--- src/design/crg_pkg.sv ---
// Shared types, register codes and helpers for the camera ray generator.
// No dependencies; every other file of the block but the port checker imports this package.
package crg_pkg;

	localparam int COORD_BITS_DEF = 12;

	// configuration register indexes
	localparam int CFG_IDX_W = 4;
	localparam logic [CFG_IDX_W-1:0] REG_MODE   = 4'd0;
	localparam logic [CFG_IDX_W-1:0] REG_PITCH  = 4'd1;
	localparam logic [CFG_IDX_W-1:0] REG_HALF_W = 4'd2;
	localparam logic [CFG_IDX_W-1:0] REG_HALF_H = 4'd3;
	localparam logic [CFG_IDX_W-1:0] REG_LENS   = 4'd4;
	localparam logic [CFG_IDX_W-1:0] REG_ROW_X  = 4'd5;
	localparam logic [CFG_IDX_W-1:0] REG_ROW_Y  = 4'd6;
	localparam logic [CFG_IDX_W-1:0] REG_ROW_Z  = 4'd7;

	localparam int MODE_AA  = 0;
	localparam int MODE_DOF = 1;

	localparam logic [63:0] LENS_RST  = 64'h0001_0000_0000_0000;
	localparam logic [63:0] ROW_X_RST = 64'h4000_0000_0000_0000;
	localparam logic [63:0] ROW_Y_RST = 64'h0000_4000_0000_0000;
	localparam logic [63:0] ROW_Z_RST = 64'h0000_0000_4000_0000;

	// pixel center, one half in Q0.16
	localparam logic [15:0] HALF_FRAC = 16'h8000;

	localparam int RAD_W      = 64;
	localparam int ROOT_W     = 32;
	localparam int QUO_W      = 31;
	localparam int SQRT_STEPS = 4;
	localparam int DIV_STEPS  = 4;

	typedef struct packed {
		logic [2:0]        neg;
		logic              zero;
		logic [2:0][31:0]  org;
	} tail_t;

	typedef struct packed {
		logic [2:0][30:0]  an;
		tail_t             tail;
	} sq_side_t;

	function automatic logic signed [31:0] sat32(input logic signed [63:0] v);
		logic signed [31:0] r;
		if (v > 64'sh0000_0000_7FFF_FFFF)
			r = 32'sh7FFF_FFFF;
		else if (v < -64'sh0000_0000_8000_0000)
			r = 32'sh8000_0000;
		else
			r = v[31:0];
		return r;
	endfunction

endpackage

--- src/design/crg_sqrt.sv ---
// Pipelined floor square root of a 64-bit value, STEPS root bits per stage,
// with a side payload that travels alongside. Depends on crg_pkg.
module crg_sqrt import crg_pkg::*; #(
	parameter int SIDE_W = 1,
	parameter int STEPS  = SQRT_STEPS
) (
	input  logic                clk,
	input  logic                arst_n,
	input  logic                en,
	input  logic                in_v,
	input  logic [RAD_W-1:0]    rad,
	input  logic [SIDE_W-1:0]   side_in,
	output logic                out_v,
	output logic [ROOT_W-1:0]   root,
	output logic [SIDE_W-1:0]   side_out
);
	localparam int NST   = ROOT_W / STEPS;
	localparam int REM_W = ROOT_W + 4;

	logic              v_s    [NST];
	logic [RAD_W-1:0]  rad_s  [NST];
	logic [REM_W-1:0]  rem_s  [NST];
	logic [ROOT_W-1:0] root_s [NST];
	logic [SIDE_W-1:0] side_s [NST];

	for (genvar k = 0; k < NST; k++) begin : g_st
		logic              v_i;
		logic [RAD_W-1:0]  rad_i, rad_n;
		logic [REM_W-1:0]  rem_i, rem_n;
		logic [ROOT_W-1:0] root_i, root_n;
		logic [SIDE_W-1:0] side_i;

		if (k == 0) begin : g_in
			assign v_i    = in_v;
			assign rad_i  = rad;
			assign rem_i  = '0;
			assign root_i = '0;
			assign side_i = side_in;
		end else begin : g_mid
			assign v_i    = v_s[k-1];
			assign rad_i  = rad_s[k-1];
			assign rem_i  = rem_s[k-1];
			assign root_i = root_s[k-1];
			assign side_i = side_s[k-1];
		end

		always_comb begin
			logic [REM_W-1:0] trial;
			rad_n  = rad_i;
			rem_n  = rem_i;
			root_n = root_i;
			for (int j = 0; j < STEPS; j++) begin
				rem_n = {rem_n[REM_W-3:0], rad_n[RAD_W-1:RAD_W-2]};
				rad_n = rad_n << 2;
				trial = REM_W'({root_n, 2'b01});
				if (rem_n >= trial) begin
					rem_n  = rem_n - trial;
					root_n = {root_n[ROOT_W-2:0], 1'b1};
				end else begin
					root_n = {root_n[ROOT_W-2:0], 1'b0};
				end
			end
		end

		always_ff @(posedge clk or negedge arst_n) begin
			if (!arst_n)
				v_s[k] <= 1'b0;
			else if (en)
				v_s[k] <= v_i;
		end

		always_ff @(posedge clk) begin
			if (en) begin
				rad_s[k]  <= rad_n;
				rem_s[k]  <= rem_n;
				root_s[k] <= root_n;
				side_s[k] <= side_i;
			end
		end
	end

	assign out_v    = v_s[NST-1];
	assign root     = root_s[NST-1];
	assign side_out = side_s[NST-1];

endmodule

--- config.mk ---
export PLATFORM = sky130hd
export DESIGN_NAME = crg_sqrt
export DESIGN_NICKNAME = d
export VERILOG_FILES = /design/src/design/crg_pkg.sv /design/src/design/crg_sqrt.sv
export SDC_FILE = /design/constraint.sdc
export NUM_CORES = 2
export LEC_CHECK = 0
export ABC_AREA = 1
export ABC_CLOCK_PERIOD_IN_PS = 24700
export BUFFER_PORTS_ARGS = -buffer_cell sky130_fd_sc_hd__buf_2
export CAP_MARGIN = 40
export CORE_MARGIN = 4
export CORE_UTILIZATION = 45
export DETAILED_ROUTE_END_ITERATION = 10
export SLEW_MARGIN = 30
export SYNTH_ARGS = -nofsm -noshare
export SYNTH_HDL_FRONTEND = slang
export SYNTH_SLANG_ARGS = --single-unit
export TNS_END_PERCENT = 5
--- constraint.sdc ---
create_clock -name clk -period 24.7 [get_ports clk]
set_input_delay 1.235 -clock clk [delete_from_list [all_inputs] [get_ports clk]]
set_output_delay 1.235 -clock clk [all_outputs]
set_load 0.01 [all_outputs]
# Yosys cells after proc, flatten, opt, wreduce, memory -nomap -nowiden
# Memories as Yosys holds them, arrays and structs flattened.
# Index checks and enable logic that the tools add are counted.
dict set report op_classes {
  mux 66
  n_addsub 32
  magnitude_cmp 32
}
# cell count
set op_table {}
lappend op_table {{>= comparator 36 x 34 -> 1 bit} 28}
lappend op_table {{two-way mux 34 bit} 24}
lappend op_table {{subtractor 34 bit} 21}
lappend op_table {{two-way mux 36 bit} 8}
lappend op_table {{subtractor 36 x 34 -> 36 bit} 7}
lappend op_table {{>= comparator 36 x 3 -> 1 bit} 1}
lappend op_table {{>= comparator 36 x 4 -> 1 bit} 1}
lappend op_table {{>= comparator 36 x 5 -> 1 bit} 1}
lappend op_table {{subtractor 36 x 5 -> 36 bit} 1}
lappend op_table {{two-way mux 1 bit} 34}
lappend op_table {{subtractor 34 x 3 -> 34 bit} 1}
lappend op_table {{subtractor 34 x 4 -> 34 bit} 1}
lappend op_table {{subtractor 2 x 1 -> 3 bit, second input constant} 1}
lappend op_table {{>= comparator 2 x 1 -> 1 bit, second input constant} 1}
dict set report word_totals {
  input_bits 69
  out_inout_bits 34
  reg_bits 8
  elab_cells 142
  memories 4
  ram_bits 1000
}
# name depth width read_ports rd_ports_with_merged_regs write_ports line
set memory_table {}
lappend memory_table {rad_s 8 56 7 0 8 crg_sqrt.sv:21} ;# logic [RAD_W-1:0] rad_s [NST];
lappend memory_table {rem_s 8 36 7 0 8 crg_sqrt.sv:22} ;# logic [REM_W-1:0] rem_s [NST];
lappend memory_table {root_s 8 32 8 0 8 crg_sqrt.sv:23} ;# logic [ROOT_W-1:0] root_s [NST];
lappend memory_table {side_s 8 1 8 0 8 crg_sqrt.sv:24} ;# logic [SIDE_W-1:0] side_s [NST];

# Depth between registers and ports, before layout
# An unclocked memory read counts as a cell.
dict set report logic_depth {
  ltp_word 9
  depth_mapped 65
  mapped_depth_nobuf 61
}

# Worst setup path before layout
# No wires, ideal clock.
dict set report synth_path {
  path_kind {flip-flop to flip-flop}
  start {memory root_s[5][14], in the netlist root_s[1][46]}
  end {memory rem_s[6][13] in the netlist's numbering, data pin}
  period_less_slack_ns 8.173
  setup_time_ns 0.264
  arrival_ns 7.909
  path_buffers 9
  required_ns 24.436
  slack_ns 16.527
  path_stages_with_launch 57
  cell_sequence {edfxtp_1 -> inv_1 -> ha_1 -> nand2_1 -> nor2_2 -> inv_1 -> nor2_1 -> nand3_1 -> nand3_1 -> nand2_1 -> nand2_2 -> buf_2 -> buf_1 -> nand2_1 -> o21ai_0 -> inv_1 -> ha_1 -> a21oi_1 -> [21 not listed] -> nand2_1 -> buf_2 -> clkbuf_1 -> inv_1 -> clkbuf_1 -> nand2_1 -> o21ai_0 -> ha_1 -> nand2_1 -> nor2_1 -> inv_1 -> o21ai_0 -> a21oi_1 -> nand2_1 -> nand3_1 -> nand3_2 -> clkbuf_1 -> o21ai_0}
}
# element line
set synth_rtl {}
lappend synth_rtl {{start: declaration} crg_sqrt.sv:23}
lappend synth_rtl {{end: declaration} crg_sqrt.sv:22}

==> results by group <==
Synthesis
  • Mean Syn Cell Area: 6.316 um2
  • Synth warn: 0
  • Top FF cell, synth: edfxtp_1
  • Post-Syn Area: 75,360 um2
  • Seq/Total Area, Yosys: 24.73%
  • Number of flops mapped to enable cells by yosys: between 600 and 700
  • FFs w/ async S/R, synth: between 1 and 1.5%
  • Yosys cell types: 70
  • Cells after Synth: between 10,000 and 15,000
  • FF+latch count, synth: 622

Power
  • Switch Pwr: 7.705 mW
  • Lkg Pwr: between 30 and 40 nW
  • Pwr dens: about 160 nW/um2
  • Sw Share: 58.68%
  • Maximum VDD drop: about 130 uV
  • Int Power: between 5 and 6 mW
  • Power after layout: 13.13 mW
  • Clk network pwr share: a little under a tenth
  • Sequential Power Share: a little over an eighth
  • Logic pwr share: around 78%

Cells and area
  • Final cell count without fillers: 14,272
  • Nets: 12,648
  • # fillers: between 15,000 and 20,000
  • Layout cells sized above 1: 5.131%
  • Layout Area Growth over Synthesis: 7.428%
  • Ant. Diodes: 0

Global routing
  • Antenna violations before repair: 10
  • Grt ovf: 0
  • First-pass GRT wire length: between 400,000 and 500,000 um
  • Largest net degree at the start of global routing: between 70 and 80
  • All-Layer GR Usage: about a third
  • Vias in the first global route: 73,430

Die
  • Rows: around 150
  • Die area: approximately 170,000 um2
  • Die height: roughly 420 um
  • Width of the die: between 400 and 500 um
  • Placeable Area: approximately 170,000 um2
  • I/O Pins: roughly 100
  • Initial core utilization: a little under half

Route
  • Drt first pass iters: 8
  • Total wire length: 292,900 um
  • Antenna Nets Post-Route: 0
  • Vias/cell: about 5.6
  • Drt wl/cell: between 20 and 25 um
  • DRC viols: 0
  • First-iteration detailed-routing DRC count: between 7,000 and 8,000
  • Vias: between 80,000 and 90,000

CTS
  • Post-CTS setup buffers: 0
  • Root Buffer: clkbuf_16
  • Num CTS Buffers: a little under 80
  • PostCTS Resize Cnt: 0
  • H-tree levels: 3
  • CTS clock-pin slew for the worst setup and hold paths: around 0.07 ns
  • Max Root-Sink Buffers: 3
  • Hold-fix buffers, CTS: 0
  • Clock Sinks: 622
  • CTS tree: built
  • Clk_lat worst skew: ~0.72 ns

STA
  • Final min period: about 12 ns
  • Tcrit/Tclk final: a little under half
  • Setup violations, final: 0
  • Final Hold Fails: 0
  • FMAX: approximately 85 MHz
  • Slew @ Worst Pin: between 0.9 and 1 ns
  • Fin Setup TNS: 0 ns
  • Final Skew: about 0.05 ns
  • Slew headroom: about 38%
  • Pins Over Slew Limit: 0
  • RSZ-0062 raised after global routing: no

Critical path
  • Slowest Stage Delay on Critical Path: 0.51 ns
  • Worst Setup End Kind: flop
  • Worst path top cell family by delay: simple AND/OR/NAND/NOR gates
  • RR Endpoint: rem_s[6][18]
  • R2r setup slk: between 10 and 15 ns
  • CP Launch Type: flop
  • Critical path class: reg2reg
  • Worst endpoint required time: approximately 25 ns
  • Worst r2r path cells: 53
  • Largest fanout on the critical path: 36
  • WP buf/inv: 11
  • CP arrival: about 12 ns
  • Most frequent cell on the critical path: nand2_1
  • Worst reg2reg startpoint: root_s[1][49]
  • Crit-path slowest cell: inv_2

Placed design
  • I/O Buffers: around 100
  • Placer congestion estimate: between 1 and 1.5
  • Post-Place Cells: around 14,000
  • Post-detail-place hpwl: approximately 250,000 um

Status
  • Status: finished, final reports clean

Job
  • Max-Cap Viols: 0

Worst hold path
  • Hold crit path type: in2async
-- per-layer routing --
metal / share of wire [%] / global-route usage, %
met4: 3.3 / 9.536
met3: 7.3 / 4.302
met1: 45 / 44.81
met2: 45 / 52.46
met5: 0.010 / 0
-- per-stage QoR --
step | util (%) | instance area, um2 | setup WS [ns] | hold WS (ns)
finish | 48.85 | 80960 | 12.89 | 0.3641
global route | 48.85 | 80960 | 12.05 | 0.3249
CTS | 48.74 | 80770 | 12.83 | 0.3149
detailed placement | 47.16 | 78160 | 12.94 | 0.4045
global placement | 47.02 | 77940 | 11.81 | 0.4007
floorplan | - | 75370 | 16.53 | 0.4003
-- cell usage after synthesis (21+ instances only) --
cell type,n,area [um2]
nand2_1,3544,13300
inv_1,1647,6182
nor2_1,1421,5334
nand3_1,877,4389
a21oi_1,712,3563
o21ai_0,672,3363
edfxtp_1,614,18440
ha_1,560,7007
xnor2_1,280,2452
nand4_1,240,1501
xor2_1,200,1752
nor3_1,163,815.8
nand3b_1,94,705.7
clkbuf_1,68,255.2
nor2_2,64,400.4
a31oi_1,63,394.1
o21a_1,61,457.9
o21ai_1,57,285.3
nand3_2,56,560.5
nand2_2,52,325.3
or2_2,47,294.0
inv_2,41,153.9
o21bai_1,36,270.3
nor4_1,32,200.2
buf_6,30,337.8
a21o_1,27,202.7
o211ai_1,21,157.7
-- worst max-delay path by stage --
stage                         from  cells past startpoint            to
floorplan            root_s[1][46]                     56  rem_s[6][13]
global placement     root_s[1][35]                     52  rem_s[6][18]
detailed placement  root_s[0][110]                     44  rem_s[4][18]
CTS                 root_s[0][110]                     46  rem_s[4][18]
global route        root_s[0][110]                     47  rem_s[4][18]
finish               root_s[1][49]                     53  rem_s[6][18]
-- kinds of logic (layout without fill, tap and decap cells) --
logic type,count (synthesis),after routing,synth area share (%)
multiplexers,2,2,0.02657
adder cells (fa/ha/maj),560,560,9.297
flip-flops,622,622,24.73
AND/OR/NAND/NOR,6676,6676,38.05
other,1,3,0.004976
buffers and inverters,1843,1992,9.636
AO/OA/AOI/OAI,1748,1748,12.67
XOR/XNOR,480,480,5.578
-- worst reg2reg max path: cells and delay by family (launching register included) --
kind | cells | cell delay, ns
AOI/OAI and AO/OA | 10 | 2.53
adders and majority gates | 4 | 1.53
and+or+nand+nor | 28 | 4.21
buffers and inverters | 11 | 2.87
DFF | 1 | 0.50
-- cell usage in the layout (no fill, tap or decap), types with 61 or more instances in the layout --
master,count
nand2_1,3544
inv_1,1647
nor2_1,1421
nand3_1,877
a21oi_1,712
o21ai_0,672
edfxtp_1,614
ha_1,560
xnor2_1,280
nand4_1,240
xor2_1,200
nor3_1,163
buf_2,103
nand3b_1,94
clkbuf_16,79
nor2_2,63
a31oi_1,63
o21a_1,61
-- final cells by class --
class | count | area [um2] | share of cell area (%)
clock buffer | 85 | 2009 | 2.482
clock inverter | 58 | 604.3 | 0.7465
inverter | 1699 | 6377 | 7.877
multi-input combinational | 9469 | 49480 | 61.11
sequential | 622 | 18640 | 23.02
tap | 2189 | 2739 | 3.383
timing repair buffer | 150 | 1114 | 1.375
-- flip-flops by register name, indices dropped and copies added, names as in the netlist --
register	cells
g_st.v_i	7
out_v	1
rad_s	224
rem_s	238
root_s	144
side_s	8
-- power by group through the flow --
| stage | clock (mW) | combinational (mW) | sequential, mW |
|---|---|---|---|
| floorplan | 0 | 7.21 | 1.63 |
| global placement | 0 | 9.90 | 1.76 |
| detailed placement | 0 | 9.90 | 1.76 |
| CTS | 1.23 | 9.95 | 1.74 |
| global route | 1.27 | 11.3 | 1.75 |
| finish | 1.20 | 10.2 | 1.74 |
(Power assumes the default switching activity.)
